$ cat src/rtl/jfs_pkg.sv
// shared types and constants of the joint force split and break check
package jfs_pkg;

  localparam int unsigned FIX_W    = 32;
  localparam int unsigned CFG_W    = 31;
  localparam int unsigned DMG_W    = 18;
  localparam int unsigned STRESS_W = 17;
  localparam int unsigned SQRT_W   = 64;
  localparam int unsigned LEN_W    = 32;
  localparam int unsigned U_QW     = 31;
  localparam int unsigned R_QW     = 16;

  localparam logic [STRESS_W-1:0] ONE_Q16 = 17'h10000;

  localparam logic [CFG_W-1:0] TENSION_RST     = 31'd1280000;
  localparam logic [CFG_W-1:0] COMPRESSION_RST = 31'd12800000;
  localparam logic [CFG_W-1:0] SHEAR_RST       = 31'd512000;
  localparam logic [CFG_W-1:0] TWIST_RST       = 31'd128000;

  typedef enum logic [1:0] {
    CFG_TENSION,
    CFG_COMPRESSION,
    CFG_SHEAR,
    CFG_TWIST
  } cfg_idx_e;

  typedef struct packed {
    logic signed [FIX_W-1:0] force_x;
    logic signed [FIX_W-1:0] force_y;
    logic signed [FIX_W-1:0] force_z;
    logic signed [FIX_W-1:0] axis_x;
    logic signed [FIX_W-1:0] axis_y;
    logic signed [FIX_W-1:0] axis_z;
    logic signed [FIX_W-1:0] arm_x;
    logic signed [FIX_W-1:0] arm_y;
    logic signed [FIX_W-1:0] arm_z;
    logic [DMG_W-1:0]        damage;
  } in_t;

  typedef struct packed {
    logic signed [FIX_W-1:0] axial_force;
    logic signed [FIX_W-1:0] shear_x;
    logic signed [FIX_W-1:0] shear_y;
    logic signed [FIX_W-1:0] shear_z;
    logic signed [FIX_W-1:0] torsion;
    logic                    breaks;
    logic [STRESS_W-1:0]     stress_level;
  } out_t;

endpackage

$ cat src/rtl/jfs_delay.sv
// enabled register chain that keeps side data in step with a pipelined unit
module jfs_delay import jfs_pkg::*; #(
  parameter int unsigned W = FIX_W,
  parameter int unsigned N = R_QW
) (
  input  logic         clk_i,
  input  logic         en_i,
  input  logic [W-1:0] d_i,
  output logic [W-1:0] q_o
);

  logic [W-1:0] tap_q [N];

  always_ff @(posedge clk_i) begin
    if (en_i) begin
      tap_q[0] <= d_i;
      for (int i = 1; i < N; i++) begin
        tap_q[i] <= tap_q[i-1];
      end
    end
  end

  assign q_o = tap_q[N-1];

endmodule

$ cat config.mk
export PLATFORM = sky130hd
export DESIGN_NAME = jfs_delay
export DESIGN_NICKNAME = d
export VERILOG_FILES = /design/src/rtl/jfs_pkg.sv /design/src/rtl/jfs_delay.sv
export SDC_FILE = /design/constraint.sdc
export NUM_CORES = 1
export LEC_CHECK = 0
export BUFFER_PORTS_ARGS = -buffer_cell sky130_fd_sc_hd__buf_2
export CAP_MARGIN = 0
export CORE_ASPECT_RATIO = 1.4
export CORE_MARGIN = 3
export CORE_UTILIZATION = 35
export DETAILED_ROUTE_END_ITERATION = 8
export HOLD_SLACK_MARGIN = 0.02
export MAX_ROUTING_LAYER = met4
export SYNTH_ARGS = -nofsm -noshare
export SYNTH_HDL_FRONTEND = slang
export SYNTH_SLANG_ARGS = --single-unit
$ cat constraint.sdc
create_clock -name clk_i -period 2.2 [get_ports clk_i]
set_clock_uncertainty 0.1 [all_clocks]
set_input_delay 0.11 -clock clk_i [delete_from_list [all_inputs] [get_ports clk_i]]
set_output_delay 0.11 -clock clk_i [all_outputs]
set_load 0.02 [all_outputs]
**Word-level counts from Yosys, hierarchy flattened**

Memories as Yosys holds them, arrays and structs flattened.
Cells that the tools add are included.

- Word-level logic and storage cells: 3
- Register bits: 0
- Memory bits (writable): 512
- Memories kept: 1

Memory list:

| name | words | width | rd ports | clocked after memory_dff | wr ports | line | text |
|---|---|---|---|---|---|---|---|
| tap_q | 16 | 32 | 16 | 0 | 16 | jfs_delay.sv:12 | `logic [W-1:0] tap_q [N];` |

- Muxes and demuxes: 2

Operators by type and width:

| operator | number |
|---|---|
| two-way mux 1 bit | 2 |

**Longest topological paths before layout**

- Depth after elaboration: 2
- Gate-level depth with buffers: 1

**Least setup slack after synthesis**

No wires, ideal clock.

- Path type: reg2out
- From: memory tap_q[7][32] (netlist name)
- To: output port q_o[0]
- Path slack: 1.500 ns
- Stages on the path, launching flop included: 2
- Arrival: 0.490 ns
- Path through: edfxtp_1 > buf_4

RTL lines:

| element | line | text |
|---|---|---|
| start, declared | jfs_delay.sv:12 |  |
| end, declared | jfs_delay.sv:9 | `output logic [W-1:0] q_o` |

==> reports/summary.json <==
{
  "p_per_area_nw_per_um2": 1040,
  "layout-area-overhead-vs-synth_pct": 17.5,
  "grt_first_pass_wirelength_um": 22900,
  "final-seq-area_um2": 15400,
  "routed_wl_um": 14200,
  "post_cts_resized": 0,
  "hold_path_startpoint": "d_i[21]",
  "io_pins": 66,
  "clock-sinks": 512,
  "yosysTopAreaCell": "sky130_fd_sc_hd__edfxtp_1",
  "clock_transition_time_at_the_flip_flop_clock_pins_of_the_worst_setup_and_hold_paths_ps": 60,
  "power.static_leakage_nw": 6.20,
  "yosysTopAreaCellShare": 0.985,
  "largest_register": "tap_q",
  "n_fill_cell": 3602,
  "yosys.area_share.xor_xnor": 0,
  "layout_common_cells": "sky130_fd_sc_hd__edfxtp_1 (512), sky130_fd_sc_hd__buf_2 (64), sky130_fd_sc_hd__clkbuf_16 (49)",
  "pre_cts_slack_ps": 797,
  "crit_path_top_delay_cell": "sky130_fd_sc_hd__dlygate4sd3_1",
  "vdd_ir_drop_max_v": 0.000643,
  "routabilityCongestion": 0.604,
  "design.core.area_um2": 43600,
  "setup_slack_ps": 758,
  "clk_path_buf_depth": 3,
  "dpl-instance-area_um2": 16600,
  "multi_input_area_um2": 0,
  "rows": 90,
  "setup.worst_path.end_class": "register",
  "floorplan.initialDensity": 0.358,
  "post-route-period-util": 0.656,
  "reg2reg_from": "tap_q[3][57]$_DFFE_PP_",
  "layout_min_cycle_time_ps": 1440,
  "post_synth_main_area_contributors": "sky130_fd_sc_hd__edfxtp_1 (98%), sky130_fd_sc_hd__buf_4 (1.5%)",
  "timing.setup.tns_ps": 0,
  "run_status": "completed",
  "tritoncts": "done",
  "clk-insertion-delay-late_ps": 540,
  "tritoncts.num_buffers": 48,
  "num-multi-input-gates": 0,
  "finalMaxSlewViolations": 0,
  "ys_seq_elements": 512,
  "grt_max_degree": 92,
  "largest_registers": "tap_q x512",
  "drv_cap": 0,
  "worstSetupStartpointType": "input port",
  "synthCells": 544,
  "worst_setup_path_startpoint": "en_i",
  "dieArea_um2": 47200,
  "worstPathRequired_ps": 2280,
  "dr_total_vias": 4977,
  "detail_route.iter0.violations": 415,
  "postSynthNetCount": 578,
  "synth_top_family_by_area": "buffers and inverters",
  "setup_viol_count_final": 0,
  "finish.instance_area_um2": 18300,
  "synth.distinct_cells": 2,
  "hold_class": "input port to register",
  "nNetsFinal": 713,
  "place.detailed.hpwl_um": 6630,
  "post_layout_nonfiller_instances": 1263,
  "cts.root.buffer_cell": "sky130_fd_sc_hd__clkbuf_16",
  "io_buffer_count": 65,
  "first_global_vias": 5051,
  "inst_count_dp": 1148,
  "overflow": 0,
  "number_of_endpoints_with_negative_hold_slack_in_the_final_report": 0,
  "timing.setup.critical_path_class": "input port to register",
  "cts_htree_levels": 2,
  "yosys_warnings": 0,
  "layout.cells.most_common": "sky130_fd_sc_hd__edfxtp_1",
  "grt_setup_unrepaired": "false",
  "proportion_of_layout_cells_with_a_drive_suffix_above_1": 0.198,
  "cell_area_after_technology_mapping_um2": 15600,
  "gr-usage-all-layers": 0.0608,
  "die_h_um": 256,
  "synthAdderAreaFrac": 0,
  "antenna_violating_nets_post_route": 0,
  "max_stage_delay_ps": 560,
  "timing_worst_slew_pin_value_ps": 463,
  "syn_area_per_cell_um2": 28.7,
  "maxClockFrequency_ghz": 0.693,
  "cp_num_buf_inv": 3,
  "synth_simple_gate_area_frac": 0,
  "wl_per_cell_um": 11.2,
  "cp_data_arrival_time_ps": 1520,
  "worst_path_dominant_cell_family": "buffers and inverters",
  "drc": 0,
  "synth_compound_area_frac": 0,
  "largest_reg_flops": 512,
  "critical_path_peak_fanout": 91,
  "max_slew_margin": 0.691,
  "post_drt_via_cell_ratio": 3.94,
  "grt_antenna_before_repair": 0,
  "post_synth_mux_area_share": 0,
  "timing.critical_path.cells": "dlygate4sd3_1, buf_8, buf_12",
  "antennaDiodeCount": 0,
  "synth_sequential_area_ratio": 0.985,
  "drt-pass1-iter-count": 4,
  "fp.dieW_um": 185
}
## cells by family (layout without fill, tap and decap cells)
family / count (synthesis) / count (layout)
buffers and inverters: 32 / 199
DFF: 512 / 512
## power by group
part	switching (mW)	internal, mW	total, mW
clock	3.10	4.18	7.28
combinational	0.238	0.117	0.355
sequential	0.117	11.4	11.5
total	3.46	15.7	19.1
## synthesized netlist by cell type, drive strengths merged
| cell | n |
|---|---|
| edfxtp | 512 |
| buf | 32 |
## repair_timing
| item | CTS | global route |
|---|---|---|
| hold buffers | 33 | 0 |
| buffers inserted | 0 | 0 |
| hold endpoints to repair | 63 | 0 |
## layout make-up
class	count	share of cell area
clock inverter	19	0.00634
timing repair buffer	117	0.0482
sequential	512	0.838
tap	552	0.0377
clock buffer	63	0.0697
## final timing paths
| path | to | slack [ps] | depth (start not counted) |
|---|---|---|---|
| hold / removal | tap_q[0][21]$_DFFE_PP_ | 170 | 2 |
| hold reg to reg | tap_q[7][4]$_DFFE_PP_ | 310 | 0 |
| setup reg to reg | tap_q[4][25]$_DFFE_PP_ | 1460 | 0 |
| setup / recovery | tap_q[6][51]$_DFFE_PP_ | 760 | 3 |
## metal layers
metal	wire length [µm]	part of all wire	vias to the layer above	global-route usage
met5	0	0	-	-
met4	578	0.041	0	0.0324
met3	965	0.068	47	0.0223
met2	7080	0.50	117	0.0964
met1	5540	0.39	2377	0.0664
li1	-	-	2436	-
## stage by stage
stage          hold WS, ps  power [mW]   util
2_1_floorplan          109        11.8      -
3_3_place_gp           186        12.0  0.381
3_5_place_dp           188        12.0  0.381
4_1_cts                132        19.5  0.421
5_1_grt                149        19.9  0.421
6_report               170        19.1  0.421
No activity file was read; power rests on OpenSTA's default activity.
