==> src/rtl/jfs_pkg.sv <==
// shared types and constants of the joint force split and break check
package jfs_pkg;

  localparam int unsigned FIX_W    = 32;
  localparam int unsigned CFG_W    = 31;
  localparam int unsigned DMG_W    = 18;
  localparam int unsigned STRESS_W = 17;
  localparam int unsigned SQRT_W   = 64;
  localparam int unsigned LEN_W    = 32;
  localparam int unsigned U_QW     = 31;
  localparam int unsigned R_QW     = 16;

  localparam logic [STRESS_W-1:0] ONE_Q16 = 17'h10000;

  localparam logic [CFG_W-1:0] TENSION_RST     = 31'd1280000;
  localparam logic [CFG_W-1:0] COMPRESSION_RST = 31'd12800000;
  localparam logic [CFG_W-1:0] SHEAR_RST       = 31'd512000;
  localparam logic [CFG_W-1:0] TWIST_RST       = 31'd128000;

  typedef enum logic [1:0] {
    CFG_TENSION,
    CFG_COMPRESSION,
    CFG_SHEAR,
    CFG_TWIST
  } cfg_idx_e;

  typedef struct packed {
    logic signed [FIX_W-1:0] force_x;
    logic signed [FIX_W-1:0] force_y;
    logic signed [FIX_W-1:0] force_z;
    logic signed [FIX_W-1:0] axis_x;
    logic signed [FIX_W-1:0] axis_y;
    logic signed [FIX_W-1:0] axis_z;
    logic signed [FIX_W-1:0] arm_x;
    logic signed [FIX_W-1:0] arm_y;
    logic signed [FIX_W-1:0] arm_z;
    logic [DMG_W-1:0]        damage;
  } in_t;

  typedef struct packed {
    logic signed [FIX_W-1:0] axial_force;
    logic signed [FIX_W-1:0] shear_x;
    logic signed [FIX_W-1:0] shear_y;
    logic signed [FIX_W-1:0] shear_z;
    logic signed [FIX_W-1:0] torsion;
    logic                    breaks;
    logic [STRESS_W-1:0]     stress_level;
  } out_t;

endpackage

==> src/rtl/jfs_div.sv <==
// pipelined restoring divider, one quotient bit per stage; hi must be below den
module jfs_div import jfs_pkg::*; #(
  parameter int unsigned DW = LEN_W,
  parameter int unsigned QW = U_QW
) (
  input  logic          clk_i,
  input  logic          en_i,
  input  logic [DW-1:0] hi_i,
  input  logic [QW-1:0] lo_i,
  input  logic [DW-1:0] den_i,
  output logic [QW-1:0] quo_o
);

  logic [DW-1:0] rem_q [QW];
  logic [QW-1:0] sh_q  [QW];
  logic [DW-1:0] den_q [QW];

  for (genvar s = 0; s < QW; s++) begin : g_stage
    logic [DW-1:0] rem_in, den_in;
    logic [QW-1:0] sh_in;
    logic [DW:0]   rem2;
    logic          take;

    always_comb begin
      rem_in = (s == 0) ? hi_i  : rem_q[(s == 0) ? 0 : s - 1];
      sh_in  = (s == 0) ? lo_i  : sh_q[(s == 0) ? 0 : s - 1];
      den_in = (s == 0) ? den_i : den_q[(s == 0) ? 0 : s - 1];
      rem2   = {rem_in, sh_in[QW-1]};
      take   = rem2 >= {1'b0, den_in};
    end

    always_ff @(posedge clk_i) begin
      if (en_i) begin
        rem_q[s] <= take ? DW'(rem2 - {1'b0, den_in}) : rem2[DW-1:0];
        sh_q[s]  <= {sh_in[QW-2:0], take};
        den_q[s] <= den_in;
      end
    end
  end

  assign quo_o = sh_q[QW-1];

endmodule

==> config.mk <==
export PLATFORM = sky130hd
export DESIGN_NAME = jfs_div
export DESIGN_NICKNAME = d
export VERILOG_FILES = /design/src/rtl/jfs_pkg.sv /design/src/rtl/jfs_div.sv
export SDC_FILE = /design/constraint.sdc
export NUM_CORES = 2
export LEC_CHECK = 0
export BUFFER_PORTS_ARGS = -buffer_cell sky130_fd_sc_hd__buf_2
export CAP_MARGIN = 0
export CORE_UTILIZATION = 50
export CTS_CLUSTER_DIAMETER = 100
export CTS_CLUSTER_SIZE = 16
export DETAILED_ROUTE_END_ITERATION = 16
export PLACE_DENSITY_LB_ADDON = 0.15
export SETUP_SLACK_MARGIN = 0.02
export SYNTH_ARGS = -nofsm -noshare
export SYNTH_HDL_FRONTEND = slang
export SYNTH_SLANG_ARGS = --single-unit
export TNS_END_PERCENT = 10
==> constraint.sdc <==
create_clock -name clk_i -period 3.4 [get_ports clk_i]
set_input_delay 0.68 -clock clk_i [delete_from_list [all_inputs] [get_ports clk_i]]
set_output_delay 0.68 -clock clk_i [all_outputs]
set_load 0.05 [all_outputs]
==> After elaboration in Yosys (flattened, before gate mapping) <==
Memories as Yosys holds them, arrays and structs flattened.
Cells that the tools add are included.
{ "totals": {"reg_bits": 0, "ram_bits": 2945, "out_inout_bits": 31, "memories": 3} }
{ "classes": {"add_sub_neg": 31, "n_lt_le_gt_ge": 31, "muxes": 33} }
{ "memory_table": {"columns": ["name", "words", "width", "rd", "rd_ports_with_merged_regs", "wr", "line_no", "text"], "rows": [
  ["den_q", 31, 32, 30, 0, 31, "jfs_div.sv:16", "logic [DW-1:0] den_q [QW];"],
  ["rem_q", 31, 32, 30, 0, 31, "jfs_div.sv:14", "logic [DW-1:0] rem_q [QW];"],
  ["sh_q", 31, 31, 31, 0, 31, "jfs_div.sv:15", "logic [QW-1:0] sh_q [QW];"]
]} }
{ "op_table": {"columns": ["op", "count"], "rows": [
  ["$ge A33 B32 Y1", 31],
  ["$mux W32", 31],
  ["$sub A32 B32 Y32", 31],
  ["$mux W1", 2]
]} }

==> Longest topological paths before layout <==
{ "logic_depth": {"ltp_word": 2, "mapped_depth": 15} }

==> Worst setup path after synthesis <==
OpenSTA, ideal clock, no wires.
{ "synth_timing": {"path_kind": "input port to flip-flop", "startpoint": "in den_i[1]", "endpoint": "mem rem_q[0][3] in the netlist's numbering (data pin)", "setup_ns": 0.260, "arrival_ns": 3.365, "t_required_ns": 3.140, "path_slack_ns": -0.225, "path_stages": 12, "path_cell_list": "inv_1 > ha_1 > nor2b_1 > o31a_1 > o41a_1 > o31a_1 > a311o_1 > a21oi_1 > o21ai_1 > a21boi_2 > buf_2 > mux2_2"} }
{ "synth_lines": {"columns": ["item", "line_no", "text"], "rows": [
  ["from (decl)", "jfs_div.sv:10", "input logic [DW-1:0] den_i,"],
  ["to (decl)", "jfs_div.sv:14", null]
]} }

==> impl_metrics.ini <==
[status]
status = finished with violations
violations = negative setup slack

[clock_tree]
cts_root_buffer = clkbuf_16
worstSkewPairLatency_ps = 940
clk_path_buf_depth = 4
clk_pin_slew_ps = 70
cts_buffers = 204
htree_levels = 4
clock-sinks = 2881
cts_tree = built

[synth]
synthTopCellsByArea = edfxtp_1 (58%), ha_1 (8.3%), a21oi_1 (3.5%)
synth_edf_count = 2881
syn_inst = 12396
synth_largest_area_cell = edfxtp_1
synth_area_mm2 = 0.150
syn-num-nets = 13515
synthTopCellsByCount = edfxtp_1 (2881), inv_1 (1231), a21oi_1 (1047)
yosysSeqAreaShare_pct = 57.9
yosys.cell_types.count = 95
synthFlopType = edfxtp_1
synthArstFlopShare_pct = 0
synth_most_common_cell = edfxtp_1
synth_top_area_share_pct = 57.9
synth_area_per_cell_um2 = 12.1
yosysWarnings = 0
ys_seq_elements = 2881

[min_path]
min_path_type = input port to flop
holdPathStages = 3
min-delay-start = hi_i[23]
holdPathEnd = rem_q[0][24]

[sta]
period_minus_slack_ps = 3640
hold_ws_ps = 84.7
maxSlewViolCount = 0
rsz0062_at_grt = yes
worst_clock_skew_ps = 91.6
setup_violations = 133
finalWorstSetupSlack_ps = -239
finalHoldViolCount = 0
worstMarginPinSlew_ps = 768
period_share_pct = 107
relSlewSlack_pct = 47.5
clock.fmax_mhz = 275

[global_route]
grt_usage_pct = 23.9
grt_pass1_wl_um = 565000
gr-total-overflow = 0
grt_pass1_vias = 99779
antenna_found_initial = 5
grt_max_degree = 97

[power_and_ir_drop]
sw_frac_of_total_pct = 37.4
peakVddDrop_uv = 466
netSwitchingPower_mw = 62.0
cell_internal_pwr_mw = 104
p_leak_nw = 72.1
clock_power_share_pct = 13.8
power.density_mw_per_mm2 = 946
comb_power_share_pct = 51.5
seq_power_share_pct = 34.7

[critical_path]
path_common_cell = o31a_1
cpMaxStageDelayCell = edfxtp_1
setup.worst_path.class = flop to flop
path_buf_inv = 3
cp.arrival_ps = 4280
slowest_delay_ps = 390
r2r_slack_ps = -240
worstSetupStartpointType = flop
crit_chain = ha_1 > nor2b_4 > o31a_1 > o31a_1 > nor2_2 > o21ai_4 > a311oi_2 > buf_4 > o41ai_4 > a211o_1 > a41oi_4 > buf_6 > buf_12 > mux2_2
crit_family = compound AO/OA/AOI/OAI gates
cp_max_fo = 7
required_ps = 4040
r2r_start = rem_q[10][32]
end_kind = flop
reg2regPathDepth = 14
timing.rr.end = rem_q[11][27]

[final_layout]
final_cells = 17887
nNetsFinal = 15035
area_growth_pct = 17.2
drive_above_1_share_pct = 19.2
fin_area_mm2 = 0.175

[detailed_routing]
vias = 99899
vias_per_cell = 5.59
dr.pass1.iters = 6
drt-initial-drc-count = 7580
avgRoutedWirePerCell_um = 20.6
wirelength_um = 369000
antenna_left = 0
drc = 0

[floorplan]
ios = 128
initial_core_util_pct = 50.3
floorplan.die_area_mm2 = 0.301
chipWidth_um = 549
die_h_um = 549
fp.coreArea_mm2 = 0.297
fp-row-count = 200

[flow_run]
drv_cap = 0

[place]
portBuffers = 127
dp.cells = 17454
dpl_cell_area_mm2 = 0.165
hpwl_um = 278000
place_congestion = 0.936
## state kept, by name, indices dropped and copies added (netlist names)
signal / flops
sh_q: 961
den_q: 960
rem_q: 960
## power by group through the flow
stage / clock network (mW) / registers (mW) / logic, mW
5_1_grt: 24.8 / 58.2 / 93.7
6_report: 22.9 / 57.5 / 85.4
2_1_floorplan: 0 / 54.7 / 53.7
3_3_place_gp: 0 / 58.3 / 76.8
4_1_cts: 23.7 / 57.6 / 80.9
3_5_place_dp: 0 / 58.3 / 78.0
## worst max path at each step
| stage | startpoint | to | slack [ps] | depth (start not counted) |
|---|---|---|---|---|
| floorplan | den_i[2] | rem_q[0][3] | -100 | 12 |
| global placement | den_q[0][320] | rem_q[5][62] | -440 | 12 |
| detailed placement | den_q[0][320] | rem_q[5][62] | -470 | 12 |
| CTS | rem_q[10][32] | rem_q[11][14] | -200 | 14 |
| global route | rem_q[10][32] | rem_q[11][27] | -360 | 14 |
| finish | rem_q[10][32] | rem_q[11][27] | -240 | 14 |
## cells in the final DEF (no fill, tap or decap), types with 317 or more instances in the layout
cell / count
nor2_1: 656
buf_4: 1294
o21ai_0: 630
inv_1: 1215
xor2_1: 347
xnor2_1: 466
nand2_1: 780
edfxtp_1: 2881
a21oi_1: 964
ha_1: 947
a21o_1: 518
mux2_2: 317
## worst register-to-register path, cell delays in order (launching register included)
cell	delay, ps
edfxtp_1	390
ha_1	340
nor2b_4	140
o31a_1	280
o31a_1	300
nor2_2	150
o21ai_4	100
a311oi_2	270
buf_4	180
o41ai_4	80
a211o_1	280
a41oi_4	270
buf_6	160
buf_12	130
mux2_2	340
## cell type report
cell class                 count  area, um^2
fill                       24096      122000
sequential                  2881       86500
multi-input combinational   7987       60100
timing repair buffer        1610       13500
clock buffer                 209        5140
tap                         3939        4930
inverter                    1232        4630
clock inverter                22         390
antenna                        7        17.5
## kinds of logic (layout without fill, tap and decap cells)
| kind of cell | Yosys count | in the layout | synth area share (%) |
|---|---|---|---|
| buffers and inverters | 1529 | 3073 | 3.96 |
| and+or+nand+nor | 2492 | 2493 | 7.84 |
| other | 0 | 7 | 0 |
| DFF | 2881 | 2881 | 57.9 |
| adders and majority gates | 1022 | 1022 | 8.70 |
| AOI/OAI and AO/OA | 3204 | 3204 | 13.5 |
| xor gates and xnor gates | 814 | 814 | 4.77 |
| muxes | 454 | 454 | 3.39 |
## stage by stage
step | setup slack, ps | total power, mW | util (%) | TNS (ps)
5_1_grt | -362 | 177 | 58.9 | -46690
3_5_place_dp | -473 | 136 | 55.4 | -65310
3_3_place_gp | -445 | 135 | 55.4 | -48280
4_1_cts | -202 | 162 | 57.9 | -10350
2_1_floorplan | -95.6 | 108 | - | -95.6
6_report | -239 | 166 | 58.9 | -15310
## routing by layer
metal / wire, um / vias up / track usage (%)
met3: 14500 / 530 / 2.51
met4: 9470 / 0 / 5.85
met2: 190000 / 2033 / 43.3
li1: - / 48608 / -
met1: 155000 / 48728 / 30.5
met5: 0 / - / 0
## what timing repair did
item                                    CTS  global route
setup buffers                            38            85
hold endpoints to repair                 51             0
gates resized for setup                 220           454
gates cloned                             11            12
pin swaps                                66           104
endpoints found under the setup margin  680           793
hold buffers                             51             0
(Power assumes the default switching activity.)
