`src/rtl/jfs_pkg.sv`:
```
// shared types and constants of the joint force split and break check
package jfs_pkg;

  localparam int unsigned FIX_W    = 32;
  localparam int unsigned CFG_W    = 31;
  localparam int unsigned DMG_W    = 18;
  localparam int unsigned STRESS_W = 17;
  localparam int unsigned SQRT_W   = 64;
  localparam int unsigned LEN_W    = 32;
  localparam int unsigned U_QW     = 31;
  localparam int unsigned R_QW     = 16;

  localparam logic [STRESS_W-1:0] ONE_Q16 = 17'h10000;

  localparam logic [CFG_W-1:0] TENSION_RST     = 31'd1280000;
  localparam logic [CFG_W-1:0] COMPRESSION_RST = 31'd12800000;
  localparam logic [CFG_W-1:0] SHEAR_RST       = 31'd512000;
  localparam logic [CFG_W-1:0] TWIST_RST       = 31'd128000;

  typedef enum logic [1:0] {
    CFG_TENSION,
    CFG_COMPRESSION,
    CFG_SHEAR,
    CFG_TWIST
  } cfg_idx_e;

  typedef struct packed {
    logic signed [FIX_W-1:0] force_x;
    logic signed [FIX_W-1:0] force_y;
    logic signed [FIX_W-1:0] force_z;
    logic signed [FIX_W-1:0] axis_x;
    logic signed [FIX_W-1:0] axis_y;
    logic signed [FIX_W-1:0] axis_z;
    logic signed [FIX_W-1:0] arm_x;
    logic signed [FIX_W-1:0] arm_y;
    logic signed [FIX_W-1:0] arm_z;
    logic [DMG_W-1:0]        damage;
  } in_t;

  typedef struct packed {
    logic signed [FIX_W-1:0] axial_force;
    logic signed [FIX_W-1:0] shear_x;
    logic signed [FIX_W-1:0] shear_y;
    logic signed [FIX_W-1:0] shear_z;
    logic signed [FIX_W-1:0] torsion;
    logic                    breaks;
    logic [STRESS_W-1:0]     stress_level;
  } out_t;

endpackage

```
`src/rtl/jfs_isqrt.sv`:
```
// pipelined integer square root, one result bit per stage
module jfs_isqrt import jfs_pkg::*; #(
  parameter int unsigned W = SQRT_W
) (
  input  logic           clk_i,
  input  logic           en_i,
  input  logic [W-1:0]   rad_i,
  output logic [W/2-1:0] root_o,
  output logic           rem_nz_o
);

  localparam int unsigned NS = W / 2;

  logic [W-1:0] r_q [NS];
  logic [W-1:0] v_q [NS];

  for (genvar s = 0; s < NS; s++) begin : g_stage
    localparam logic [W-1:0] BIT = {{(W-1){1'b0}}, 1'b1} << (W - 2 - 2 * s);
    logic [W-1:0] r_in, v_in, trial, r_d, v_d;

    always_comb begin
      r_in  = (s == 0) ? '0 : r_q[(s == 0) ? 0 : s - 1];
      v_in  = (s == 0) ? rad_i : v_q[(s == 0) ? 0 : s - 1];
      trial = r_in + BIT;
      if (v_in >= trial) begin
        v_d = v_in - trial;
        r_d = (r_in >> 1) + BIT;
      end else begin
        v_d = v_in;
        r_d = r_in >> 1;
      end
    end

    always_ff @(posedge clk_i) begin
      if (en_i) begin
        r_q[s] <= r_d;
        v_q[s] <= v_d;
      end
    end
  end

  assign root_o   = r_q[NS-1][W/2-1:0];
  assign rem_nz_o = |v_q[NS-1];

endmodule

```
`config.mk`:
```
export PLATFORM = sky130hd
export DESIGN_NAME = jfs_isqrt
export DESIGN_NICKNAME = d
export VERILOG_FILES = /design/src/rtl/jfs_pkg.sv /design/src/rtl/jfs_isqrt.sv
export SDC_FILE = /design/constraint.sdc
export NUM_CORES = 2
export LEC_CHECK = 0
export BUFFER_PORTS_ARGS = -buffer_cell sky130_fd_sc_hd__buf_2
export CORE_MARGIN = 3
export CORE_UTILIZATION = 40
export CTS_CLUSTER_SIZE = 24
export DETAILED_ROUTE_END_ITERATION = 6
export SYNTH_ARGS = -nofsm -noshare
export SYNTH_HDL_FRONTEND = slang
export SYNTH_SLANG_ARGS = --single-unit
```
`constraint.sdc`:
```
create_clock -name clk_i -period 9.57 [get_ports clk_i]
set_clock_uncertainty 0.05 [all_clocks]
set_input_delay 0.4785 -clock clk_i [delete_from_list [all_inputs] [get_ports clk_i]]
set_output_delay 0.4785 -clock clk_i [all_outputs]
set_load 0.05 [all_outputs]
```
* Word-level counts from Yosys, hierarchy flattened
Memories as Yosys holds them, arrays and structs flattened.
Cells that the tools add are included.
** Operators by class
- Add/subtract/negate cells :: 94
- $lt $le $gt $ge :: 32
- Mux-type cells :: 66
- Reductions and logical operators :: 1
** Operator list (count)
- $mux 64 :: 63
- $ge 64x64->1 :: 31
- $sub 64x64->64 :: 31
- $add 63x1->64 const B :: 1
- $add 63x11->64 const B :: 1
- $add 63x13->64 const B :: 1
- $add 63x15->64 const B :: 1
- $add 63x17->64 const B :: 1
- $add 63x19->64 const B :: 1
- $add 63x21->64 const B :: 1
- $add 63x23->64 const B :: 1
- $add 63x25->64 const B :: 1
- $add 63x27->64 const B :: 1
- $add 63x29->64 const B :: 1
- $add 63x3->64 const B :: 1
- $add 63x31->64 const B :: 1
- $add 63x33->64 const B :: 1
- $add 63x35->64 const B :: 1
- $add 63x37->64 const B :: 1
- $add 63x39->64 const B :: 1
- $add 63x41->64 const B :: 1
- $add 63x43->64 const B :: 1
- $add 63x45->64 const B :: 1
- $add 63x47->64 const B :: 1
- other kinds (46) :: 47
** Word-level totals
- Bits in registers :: 0
- Memory bits (writable) :: 4096
- Bits of input ports :: 66
- Output and inout bits :: 33
- Memories :: 2
** Memory list
- r_q :: words 32, width 64, read ports 32, clocked after memory_dff 0, write ports 32, line jfs_isqrt.sv:14 : logic [W-1:0] r_q [NS];
- v_q :: words 32, width 64, read ports 32, clocked after memory_dff 0, write ports 32, line jfs_isqrt.sv:15 : logic [W-1:0] v_q [NS];

* Longest topological paths before layout
An unclocked memory read counts as a cell.
- Word-level depth :: 4
- Gate-level depth with buffers :: 14

* Worst setup path before layout
Ideal clock, no wire load.
- Kind :: reg-to-reg
- Start :: memory v_q[12][112] (netlist bit)
- End :: memory v_q[13][31] (netlist bit) (data pin)
- Setup time :: 0.260 ns
- Data arrival time :: 3.338 ns
- Slack :: 5.922 ns
- Cell stages (with the launch flop) :: 11
- Cell sequence :: edfxtp_1 -> or3_1 -> or4_4 -> or3_4 -> or4_4 -> or3_1 -> nor4_2 -> and3_4 -> inv_4 -> buf_6 -> mux2_4
** RTL lines (line)
- start: declaration :: jfs_isqrt.sv:15

==> results.json <==
{
  "start_util": 0.403,
  "grt.overflow.total": 0,
  "cpMostUsedCell": "nor4_1",
  "dr.pass1.iters": 6,
  "vias": 80400,
  "regToRegSetupSlack_ns": 4.68,
  "drc": 0,
  "die_w_um": 564,
  "grt_use_total": 0.202,
  "postCtsSetupRepairBufs": 0,
  "holdPathEnd": "v_q[6][101]$_DFFE_PP_",
  "synth.largest_area_cell": "edfxtp_1",
  "port_buffers": 98,
  "final_cells": 14700,
  "synth-seq-area-share": 0.620,
  "final-setup-viol-count": 0,
  "gp_congestion": 0.926,
  "synth_common_cells": "edfxtp_1, inv_1, nand2_1",
  "grt_pass1_wl_mm": 492,
  "drt_iter0_drc": 6949,
  "worst-setup-path-type": "reg2reg",
  "setup_tns_ns": 0,
  "dpl_cell_area_um2": 130000,
  "cts_tree": "done",
  "synth_edf_count": 2576,
  "rsz0062_at_grt": "no",
  "cp_num_buf_inv": 1,
  "crit_start": "v_q[11][93]$_DFFE_PP_",
  "grt_pass1_vias": 79700,
  "synth_top_cell_area_share": 0.620,
  "syn_avg_cell_area_um2": 12.4,
  "io_pins": 99,
  "ff2ff_path_depth": 11,
  "critPathLaunchType": "flip-flop",
  "power.leakage_nw": 52.1,
  "root_buffer": "clkbuf_16",
  "syn_inst": 10100,
  "final_max_slew_viol_count": 0,
  "hp-start": "en_i",
  "crit_fanout": 52,
  "synth_cell_types": 94,
  "endpoint_kind": "flip-flop",
  "dp.cells": 14100,
  "area_growth_pct": 12.3,
  "path_cells": "ha_1, nand4_1, nor4_1, inv_1, o211ai_1, o21ai_0, a311o_1, nand2_2, o311ai_1, nor4_1, xor2_1",
  "critPathTopFamily": "simple AND/OR/NAND/NOR gates",
  "wl_per_cell_um": 22.4,
  "synthMostInstantiatedCell": "edfxtp_1",
  "numCtsBuffers": 281,
  "clock_path_buffers": 4,
  "hold_viol": 0,
  "hpwl_mm": 251,
  "r2r-start": "v_q[11][93]$_DFFE_PP_",
  "fill_cells": 27600,
  "crit_slowest_cell": "nand2_2",
  "core_um2": 310000,
  "p_per_area_nw_per_um2": 245,
  "drive_gt1_frac": 0.0692,
  "ctsHtreeMaxLevel": 5,
  "status": "finished clean",
  "wl_mm": 329,
  "die-height_um": 564,
  "layout_min_cycle_time_ns": 4.89,
  "grt_max_degree": 213,
  "clkTransAtPathRegs_ns": 0.06,
  "worstPathArrival_ns": 5.39,
  "tightestPinTransition_ns": 1.33,
  "antenna_left": 0,
  "yosysWarnings": 0,
  "core.rowCount": 204,
  "syn_area_um2": 125000,
  "synth_flop_cell": "edfxtp_1",
  "antenna_found_initial": 19,
  "final_cell_area_um2": 140000,
  "die_area_um2": 318000,
  "fin_crit_sh": 0.511,
  "vias_per_cell": 5.48,
  "reg2reg_to": "v_q[12][62]$_DFFE_PP_",
  "yosys-top-cells-area": "edfxtp_1, ha_1, xnor2_1",
  "clk_latency_ns": 0.89,
  "max_freq_ghz": 0.204,
  "cap_violations": 0,
  "syn_nets": 10700,
  "async_flop_share": 0,
  "hp-class": "in2reg",
  "cts_resized": 0,
  "ys_ff_latch": 2576,
  "cts_sinks": 2576,
  "final_nets": 11000,
  "holdPathStages": 1,
  "cp_slowest_stage_delay_ns": 0.80,
  "cp.required_ns": 10.07,
  "slew_headroom": 0.113,
  "ir_drop_mv": 0.192
}
## worst max path at each step
stage                                        to  cells past startpoint
after detailed placement  v_q[12][62]$_DFFE_PP_                     11
after floorplan           v_q[13][31]$_DFFE_PP_                     10
after global routing      v_q[12][62]$_DFFE_PP_                     11
after CTS                 v_q[12][62]$_DFFE_PP_                     11
after global placement    v_q[12][50]$_DFFE_PP_                     11
final                     v_q[12][62]$_DFFE_PP_                     11
## stage by stage
stage / setup slack [ns] / hold slack, ns / util / power [mW]
3_3_place_gp: 4.87 / 0.378 / 0.420 / 23.4
5_1_grt: 4.11 / 0.148 / 0.452 / 35.9
4_1_cts: 4.70 / 0.112 / 0.452 / 34.5
2_1_floorplan: 5.92 / 0.367 / - / 20.7
6_report: 4.68 / 0.146 / 0.452 / 34.3
3_5_place_dp: 4.72 / 0.380 / 0.420 / 23.5
## cell usage in the layout (no fill, tap or decap), types with 37 or more instances in the layout
| cell | instances |
|---|---|
| edfxtp_1 | 2576 |
| inv_1 | 720 |
| nand2_1 | 676 |
| a21oi_1 | 654 |
| nor2_1 | 638 |
| ha_1 | 560 |
| xnor2_1 | 492 |
| o21ai_0 | 477 |
| xor2_1 | 448 |
| nor4_1 | 355 |
| nor3_1 | 297 |
| clkbuf_16 | 285 |
| a21o_1 | 270 |
| nand4_1 | 173 |
| nand3_1 | 159 |
| or3_1 | 112 |
| nand2b_1 | 109 |
| o21a_1 | 97 |
| buf_2 | 97 |
| mux2_2 | 85 |
| nor2b_1 | 83 |
| o21bai_1 | 73 |
| or4_1 | 68 |
| dlygate4sd3_1 | 64 |
| nor4b_1 | 57 |
| clkinv_1 | 55 |
| and3_1 | 50 |
| a211oi_1 | 47 |
| a31oi_1 | 45 |
| or2_2 | 43 |
| clkbuf_1 | 41 |
| buf_4 | 41 |
| o31ai_1 | 38 |
| nand3b_1 | 37 |
## sequential cells by signal, indices dropped and copies added (netlist names)
register  cells
v_q        2048
r_q         528
## area by class of cell
cell class | count | area (µm²) | share of cell area
sequential | 2576 | 77400 | 0.553
multi-input combinational | 6543 | 43900 | 0.313
clock buffer | 326 | 7290 | 0.0520
tap | 4120 | 5150 | 0.0368
inverter | 723 | 2720 | 0.0194
clock inverter | 173 | 1950 | 0.0139
timing repair buffer | 214 | 1660 | 0.0119
antenna | 11 | 27.5 | 0.000197
## worst register-to-register path: cells and delay by family, from the launching register on
| kind | cells | cell delay, ns |
|---|---|---|
| flops | 1 | 0.39 |
| xor+xnor | 1 | 0.12 |
| compound gates | 4 | 1.40 |
| fa+ha+maj | 1 | 0.48 |
| simple gates | 4 | 2.06 |
| buf+inv | 1 | 0.13 |
## repair_timing
action                                 in CTS  in global routing
setup endpoints to repair                   0                  0
endpoints found under the hold margin      64                  0
hold buffers                               64                  0
## cells by family (layout without fill, tap and decap cells)
| kind of cell | after synthesis | in the layout | share of synthesized area |
|---|---|---|---|
| XOR/XNOR | 940 | 940 | 0.0660 |
| flip-flops | 2576 | 2576 | 0.620 |
| other | 0 | 11 | 0 |
| multiplexers | 93 | 93 | 0.00840 |
| adder cells (fa/ha/maj) | 560 | 560 | 0.0562 |
| AND/OR/NAND/NOR | 2998 | 2998 | 0.124 |
| buffers and inverters | 942 | 1436 | 0.0288 |
| AO/OA/AOI/OAI | 1952 | 1952 | 0.0963 |
## metal layers
metal  part of all wire  track usage  wire, µm
met3              0.038       0.0225     12500
met1               0.38        0.229    125000
met2               0.53        0.374    173000
met5                  0            0         0
met4              0.056        0.104     18600
## where the power goes
group	total [mW]	switching (mW)	leakage, nW	internal, mW
Clock	10.9	4.46	4.43	6.46
Sequential	15.8	1.35	24.8	14.4
Combinational	7.56	4.55	22.9	3.01
Total	34.3	10.4	52.1	23.9
Power figures use the tool's default switching activity.
